`src/hdl/sawbc_pkg.sv`:
```
// Shared types and constants of the set-associative write-back cache tag core.
// Depends on nothing; every other file of the block imports it.
`default_nettype none

package sawbc_pkg;

    localparam int SETS        = 64;
    localparam int WAYS        = 4;
    localparam int OFFSET_BITS = 5;
    localparam int SET_BITS    = 6;
    localparam int TAG_BITS    = 21;
    localparam int WAY_BITS    = 2;
    localparam int ADDR_BITS   = 32;
    localparam int CNT_BITS    = 32;
    localparam int PEN_BITS    = 10;
    localparam int ACC_BITS    = 11;
    localparam int OUT_BITS    = 168;

    localparam logic [PEN_BITS-1:0] PEN_RESET = PEN_BITS'(100);

    typedef logic [SET_BITS-1:0] t_set;
    typedef logic [TAG_BITS-1:0] t_tag;
    typedef logic [WAY_BITS-1:0] t_way;
    typedef logic [CNT_BITS-1:0] t_cnt;

    typedef struct packed {
        logic valid;
        logic dirty;
        t_tag tag;
        t_cnt last_use;
        t_cnt last_op;
    } t_line;

    typedef t_line [WAYS-1:0] t_row;

    typedef struct packed {
        logic                hit;
        logic                dirty_ev;
        t_way                way;
        t_line               old_line;
        logic [ACC_BITS-1:0] acc;
        t_cnt                new_cycle;
        t_row                new_row;
    } t_lookup;

endpackage

`default_nettype wire

```
`src/hdl/sawbc_lookup.sv`:
```
// Hit detection, victim selection and line update for one set row.
// Combinational; uses sawbc_pkg for the row and result types.
`default_nettype none

module sawbc_lookup (
    input  sawbc_pkg::t_row                     i_row,
    input  sawbc_pkg::t_tag                     i_tag,
    input  wire                                 i_wr,
    input  wire [sawbc_pkg::PEN_BITS-1:0]       i_pen,
    input  sawbc_pkg::t_cnt                     i_cycle,
    input  sawbc_pkg::t_cnt                     i_op,
    output sawbc_pkg::t_lookup                  o_res
);
    import sawbc_pkg::*;

    logic                hit;
    logic                found_inv;
    t_way                hit_way;
    t_way                inv_way;
    t_way                lru_way;
    t_way                way;
    t_line               old_line;
    logic                dirty_ev;
    logic [ACC_BITS-1:0] pen_x;
    logic [ACC_BITS-1:0] acc;
    t_cnt                incr;
    t_cnt                new_cycle;
    t_line               new_line;
    t_row                new_row;

    always_comb begin
        hit       = 1'b0;
        hit_way   = '0;
        found_inv = 1'b0;
        inv_way   = '0;
        lru_way   = '0;
        for (int w = WAYS - 1; w >= 0; w--) begin
            if (i_row[w].valid && i_row[w].tag == i_tag) begin
                hit     = 1'b1;
                hit_way = WAY_BITS'(w);
            end
            if (!i_row[w].valid) begin
                found_inv = 1'b1;
                inv_way   = WAY_BITS'(w);
            end
        end
        for (int w = 1; w < WAYS; w++) begin
            if (i_row[lru_way].last_use > i_row[w].last_use) begin
                lru_way = WAY_BITS'(w);
            end
        end

        way      = hit ? hit_way : (found_inv ? inv_way : lru_way);
        old_line = i_row[way];
        dirty_ev = !hit && old_line.dirty;
        pen_x    = ACC_BITS'(i_pen);
        acc      = ACC_BITS'(1) + (hit ? '0 : pen_x) + (dirty_ev ? pen_x : '0);
        if (hit) begin
            incr = CNT_BITS'(1);
        end else if (i_wr && dirty_ev) begin
            incr = CNT_BITS'(acc);
        end else begin
            incr = CNT_BITS'(i_pen) + CNT_BITS'(1);
        end
        new_cycle = i_cycle + incr;

        new_line          = old_line;
        if (hit) begin
            new_line.dirty = old_line.dirty | i_wr;
        end else begin
            new_line.valid = 1'b1;
            new_line.dirty = i_wr;
            new_line.tag   = i_tag;
        end
        new_line.last_use = new_cycle;
        new_line.last_op  = i_op;
        new_row           = i_row;
        new_row[way]      = new_line;

        o_res.hit       = hit;
        o_res.dirty_ev  = dirty_ev;
        o_res.way       = way;
        o_res.old_line  = old_line;
        o_res.acc       = acc;
        o_res.new_cycle = new_cycle;
        o_res.new_row   = new_row;
    end

endmodule

`default_nettype wire

```
`config.mk`:
```
export PLATFORM = sky130hd
export DESIGN_NAME = sawbc_lookup
export DESIGN_NICKNAME = d
export VERILOG_FILES = /design/src/hdl/sawbc_pkg.sv /design/src/hdl/sawbc_lookup.sv
export SDC_FILE = /design/constraint.sdc
export NUM_CORES = 1
export LEC_CHECK = 0
export BUFFER_PORTS_ARGS = -buffer_cell sky130_fd_sc_hd__buf_4
export CAP_MARGIN = 5
export CORE_AREA = 2 2 364 366
export DETAILED_ROUTE_END_ITERATION = 12
export DIE_AREA = 0 0 366 368
export MAX_ROUTING_LAYER = met4
export PLACE_DENSITY_LB_ADDON = 0.12
export SLEW_MARGIN = 5
export SYNTH_ARGS = -nofsm -noshare
export SYNTH_HDL_FRONTEND = slang
export SYNTH_SLANG_ARGS = --single-unit
```
`constraint.sdc`:
```
create_clock -name vclk -period 18.2
set_input_delay 3.64 -clock vclk [all_inputs]
set_output_delay 3.64 -clock vclk [all_outputs]
set_load 0.02 [all_outputs]
```
Yosys cells after proc, flatten, opt, wreduce, memory -nomap -nowiden --
Cells that the tools add are included.
Operators by class: magnitude comparators 7, equal/unequal tests 4, add/subtract/negate cells 4, reductions and logical operators 8, bitwise logic cells 1, muxes and demuxes 37
Operators with widths (number):
- binary-select mux 87 bit (select 2 bit) | 3
- bitwise mux 348 bit | 1
- demux 87 bit (select 2 bit) | 1
- 2-to-1 mux 87 bit | 2
- 2-to-1 mux 64 bit | 2
- > comparator 32 bit | 3
- equality test 21 bit | 4
- adder 32 bit | 1
- 2-to-1 mux 2 bit | 12
- 2-to-1 mux 11 bit | 2
- 2-to-1 mux 21 bit | 1
- 2-to-1 mux 10 bit | 2
- adder 1 x 10 -> 11 bit (first input constant) | 1
- adder 10 x 1 -> 11 bit (second input constant) | 1
- adder 11 x 10 -> 11 bit | 1
- 2-to-1 mux 1 bit | 11
- less-than comparator 2 x 3 -> 1 bit (second input constant) | 3
- logical AND 1 bit | 7
- >= comparator 2 x 1 -> 1 bit (second input constant) | 1
- logical NOT 1 bit | 1
- OR 1 bit | 1
Storage, ports and cells: word-level logic and storage cells 61, register bits after elaboration 0, input bits 444

Depth between registers and ports, before layout --
word-level depth 21, mapped depth 52, depth with buffers taken out 49

Least setup slack after synthesis --
No wires, ideal clock.
path type input to output, start point input port i_row[133] (netlist name), end point output port o_res[137] (netlist name), path buffers 3, cell stages on the path 47, path slack 0.248 ns, arrival 14.312 ns, required time 14.560 ns, cell sequence inv_1 -> ha_1 -> nand4_1 -> or4_1 -> or3_1 -> o21ai_2 -> clkbuf_1 -> nand2_1 -> o21ai_0 -> ha_1 -> a21oi_1 -> nand2_1 -> a221o_1 -> or3_1 -> a22o_1 -> buf_2 -> clkbuf_1 -> nor2_1 -> [... 11 more ...] -> inv_2 -> and3_1 -> ha_1 -> a21o_1 -> a21o_1 -> a21o_1 -> a2111oi_0 -> nor2_1 -> o211ai_1 -> nand2_1 -> mux2i_1 -> ha_1 -> and3_1 -> a2111oi_0 -> o21bai_1 -> nand4_1 -> xor2_1 -> o21ai_0
RTL lines:
- start, declared | RTL line sawbc_lookup.sv:6 | input sawbc_pkg::t_row i_row,
- end, declared | RTL line sawbc_lookup.sv:12 | output sawbc_pkg::t_lookup o_res

==> impl_metrics.env <==
export IMPL_die_outline_height_um=368
export IMPL_final_cell_mix="buf_4 (1159), nand2_1 (693), a21oi_1 (180)"
export IMPL_cts_hold_buffers_added=0
export IMPL_num_rows=133
export IMPL_overflow=0
export IMPL_critical_path_most_common_cell="buf_4"
export IMPL_grt_usage_pct=16.6
export IMPL_layout_area_seq_um2=0
export IMPL_dr_total_vias=19800
export IMPL_syn_to_final_growth_pct=92.0
export IMPL_synth_warning_count=0
export IMPL_critPathSlowestCell="or4_4"
export IMPL_final_clkbuf_count=0
export IMPL_period_minus_slack_ns=17.67
export IMPL_detailedRoute_firstIterationViolations=1041
export IMPL_fin_ws_ns=0.526
export IMPL_cp_max_fo=8
export IMPL_first_global_vias=19900
export IMPL_timing_max_cap_violations=0
export IMPL_grt_start_max_net_pins=116
export IMPL_commonest_non_fill_non_tap_cell_in_the_layout="buf_4"
export IMPL_dpl_cell_count=5004
export IMPL_worstSetupEndpointType="output port"
export IMPL_fmax_achieved_mhz=56.6
export IMPL_max_slew_margin_rel_pct=33.5
export IMPL_port_buffers=926
export IMPL_critical_path_arrival_ns=14.03
export IMPL_wire_length_of_the_first_global_routing_pass_mm=158
export IMPL_crit_path_max_incr_delay_ns=0.54
export IMPL_final_fill_count=15300
export IMPL_io_pins=926
export IMPL_setup_viol_count_final=0
export IMPL_post_place_ws_ns=-1.58
export IMPL_post_drt_via_cell_ratio=3.91
export IMPL_average_footprint_of_a_synthesized_cell_um2=5.67
export IMPL_final_count_of_pins_violating_max_slew=0
export IMPL_cp_data_required_time_ns=14.56
export IMPL_number_of_instances_in_the_synthesized_netlist=2248
export IMPL_final_hold_viol_count=0
export IMPL_antenna_found_initial=8
export IMPL_fraction_of_final_layout_cells_sized_beyond_drive_strength_1_pct=42.7
export IMPL_worstSetupStartpointType="input port"
export IMPL_final_design_area_no_fill_um2=24500
export IMPL_cellLeakagePower_nw=12.4
export IMPL_finalNonFillerCells=5051
export IMPL_fin_nets=3854
export IMPL_core_area_um2=131000
export IMPL_gpl_final_weighted_congestion=0.866
export IMPL_drt_total_wl_mm=117
export IMPL_syn_num_nets=2811
export IMPL_die_area_um2=135000
export IMPL_crit_type="input port to output port"
export IMPL_hpwl_mm=98.4
export IMPL_post_route_period_util_pct=97.1
export IMPL_final_routed_wire_length_divided_by_cell_count_um=23.2
export IMPL_fin_worst_hold_slack_ns=7.59
export IMPL_totalPowerFinal_w=0.00135
export IMPL_first_pass_iters=5
export IMPL_ys_types=59
export IMPL_drt_drc_violations_left=0
export IMPL_ir_drop_mv=0.0213
export IMPL_synthesis_area_um2=12800
export IMPL_worst_slew_pin_transition_ns=0.998
export IMPL_n_sequential_cell=0
export IMPL_status="finished clean"
export IMPL_sequential_to_total_area_share_from_yosys_stat_pct=0
export IMPL_worstHoldPathType="input port to output port"
export IMPL_place_area_um2=23100
export IMPL_postRouteAntennaNets=0
export IMPL_power_density_nw_per_um2=55.0
export IMPL_start_util_pct=9.75
export IMPL_die_width_um=366
## synthesized netlist by cell type, types with 3 or more instances
| cell | count | share of area [%] |
|---|---|---|
| buf_4 | 11 | 0.65 |
| mux2i_1 | 68 | 5.3 |
| and4_1 | 6 | 0.41 |
| nand4b_1 | 3 | 0.21 |
| nand4_1 | 66 | 3.2 |
| o21ai_1 | 3 | 0.12 |
| a21oi_1 | 194 | 7.6 |
| inv_2 | 3 | 0.088 |
| o21bai_1 | 4 | 0.24 |
| a211oi_1 | 89 | 5.2 |
| buf_2 | 71 | 2.8 |
| a221oi_1 | 5 | 0.34 |
| clkbuf_1 | 71 | 2.1 |
| o21ai_0 | 172 | 6.7 |
| nor3b_1 | 3 | 0.18 |
| mux2_2 | 55 | 4.9 |
| nor2b_1 | 5 | 0.25 |
| and3_1 | 17 | 0.83 |
| ha_1 | 117 | 11 |
| or3_1 | 3 | 0.15 |
| nand2_1 | 710 | 21 |
| inv_1 | 141 | 4.1 |
| xnor2_1 | 91 | 6.2 |
| a21o_1 | 10 | 0.59 |
| xor2_1 | 38 | 2.6 |
| nand3_1 | 25 | 0.98 |
| nor2_1 | 123 | 3.6 |
| a2111oi_0 | 4 | 0.27 |
| and2_1 | 65 | 3.2 |
| buf_1 | 6 | 0.18 |
| a22o_1 | 3 | 0.21 |
| or4_1 | 3 | 0.18 |
| nor4_1 | 12 | 0.59 |
| nand2b_1 | 9 | 0.44 |
| o211ai_1 | 7 | 0.41 |
| nor3_1 | 5 | 0.20 |
## metal layers
layer	track usage, %	wire, um	vias to the layer above
met3	2.19	5520	44
li1	-	-	9719
met5	-	0	-
met1	20.1	50200	9411
met2	30.2	60400	600
met4	1.38	982	0
## metrics by stage
step                      TNS, ns  util (%)
after floorplan                 0         -
after global placement    -145.69      17.7
after detailed placement  -148.95      17.7
after CTS                       0      18.0
after global routing       -0.903      18.7
final                           0      18.7
## critical path, delay by kind of cell
kind	cells	cell delay [ns]
xor+xnor	2	0.33
simple gates	10	1.80
mux	1	0.16
compound gates	27	4.91
buf+inv	13	1.87
fa+ha+maj	5	1.27
## power breakdown
part | switching (W) | internal [W]
sequential | 0 | 0
clock | 0 | 0.0000000000438
combinational | 0.000780 | 0.000567
total | 0.000780 | 0.000567
## area by class of cell
| cell class | instances | area, um2 | area share, % |
|---|---|---|---|
| multi-input cells | 1945 | 12300 | 50.3 |
| inverters | 144 | 549 | 2.24 |
| repair buffers | 1200 | 9410 | 38.4 |
| diodes | 7 | 17.5 | 0.0715 |
| well taps | 1755 | 2200 | 8.97 |
## kinds of logic after synthesis
group	count (synthesis)	share of synthesized area (%)
AO/OA/AOI/OAI	511	23.3
XOR/XNOR	129	8.86
adder cells (fa/ha/maj)	119	11.8
buffers and inverters	304	10.0
multiplexers	124	10.3
AND/OR/NAND/NOR	1061	35.8
## repair_timing
item                                    4_1_cts  5_1_grt
buffers inserted                             14       17
endpoints found under the setup margin      129      113
pin swaps                                    23       91
cloned                                        1       10
gates resized for setup                      56      188
## final timing paths
kind | start | end | depth (start not counted)
setup / recovery | i_row[124] | o_res[236] | 58
hold / removal | i_row[198] | o_res[198] | 4
Power figures use the tool's default switching activity.
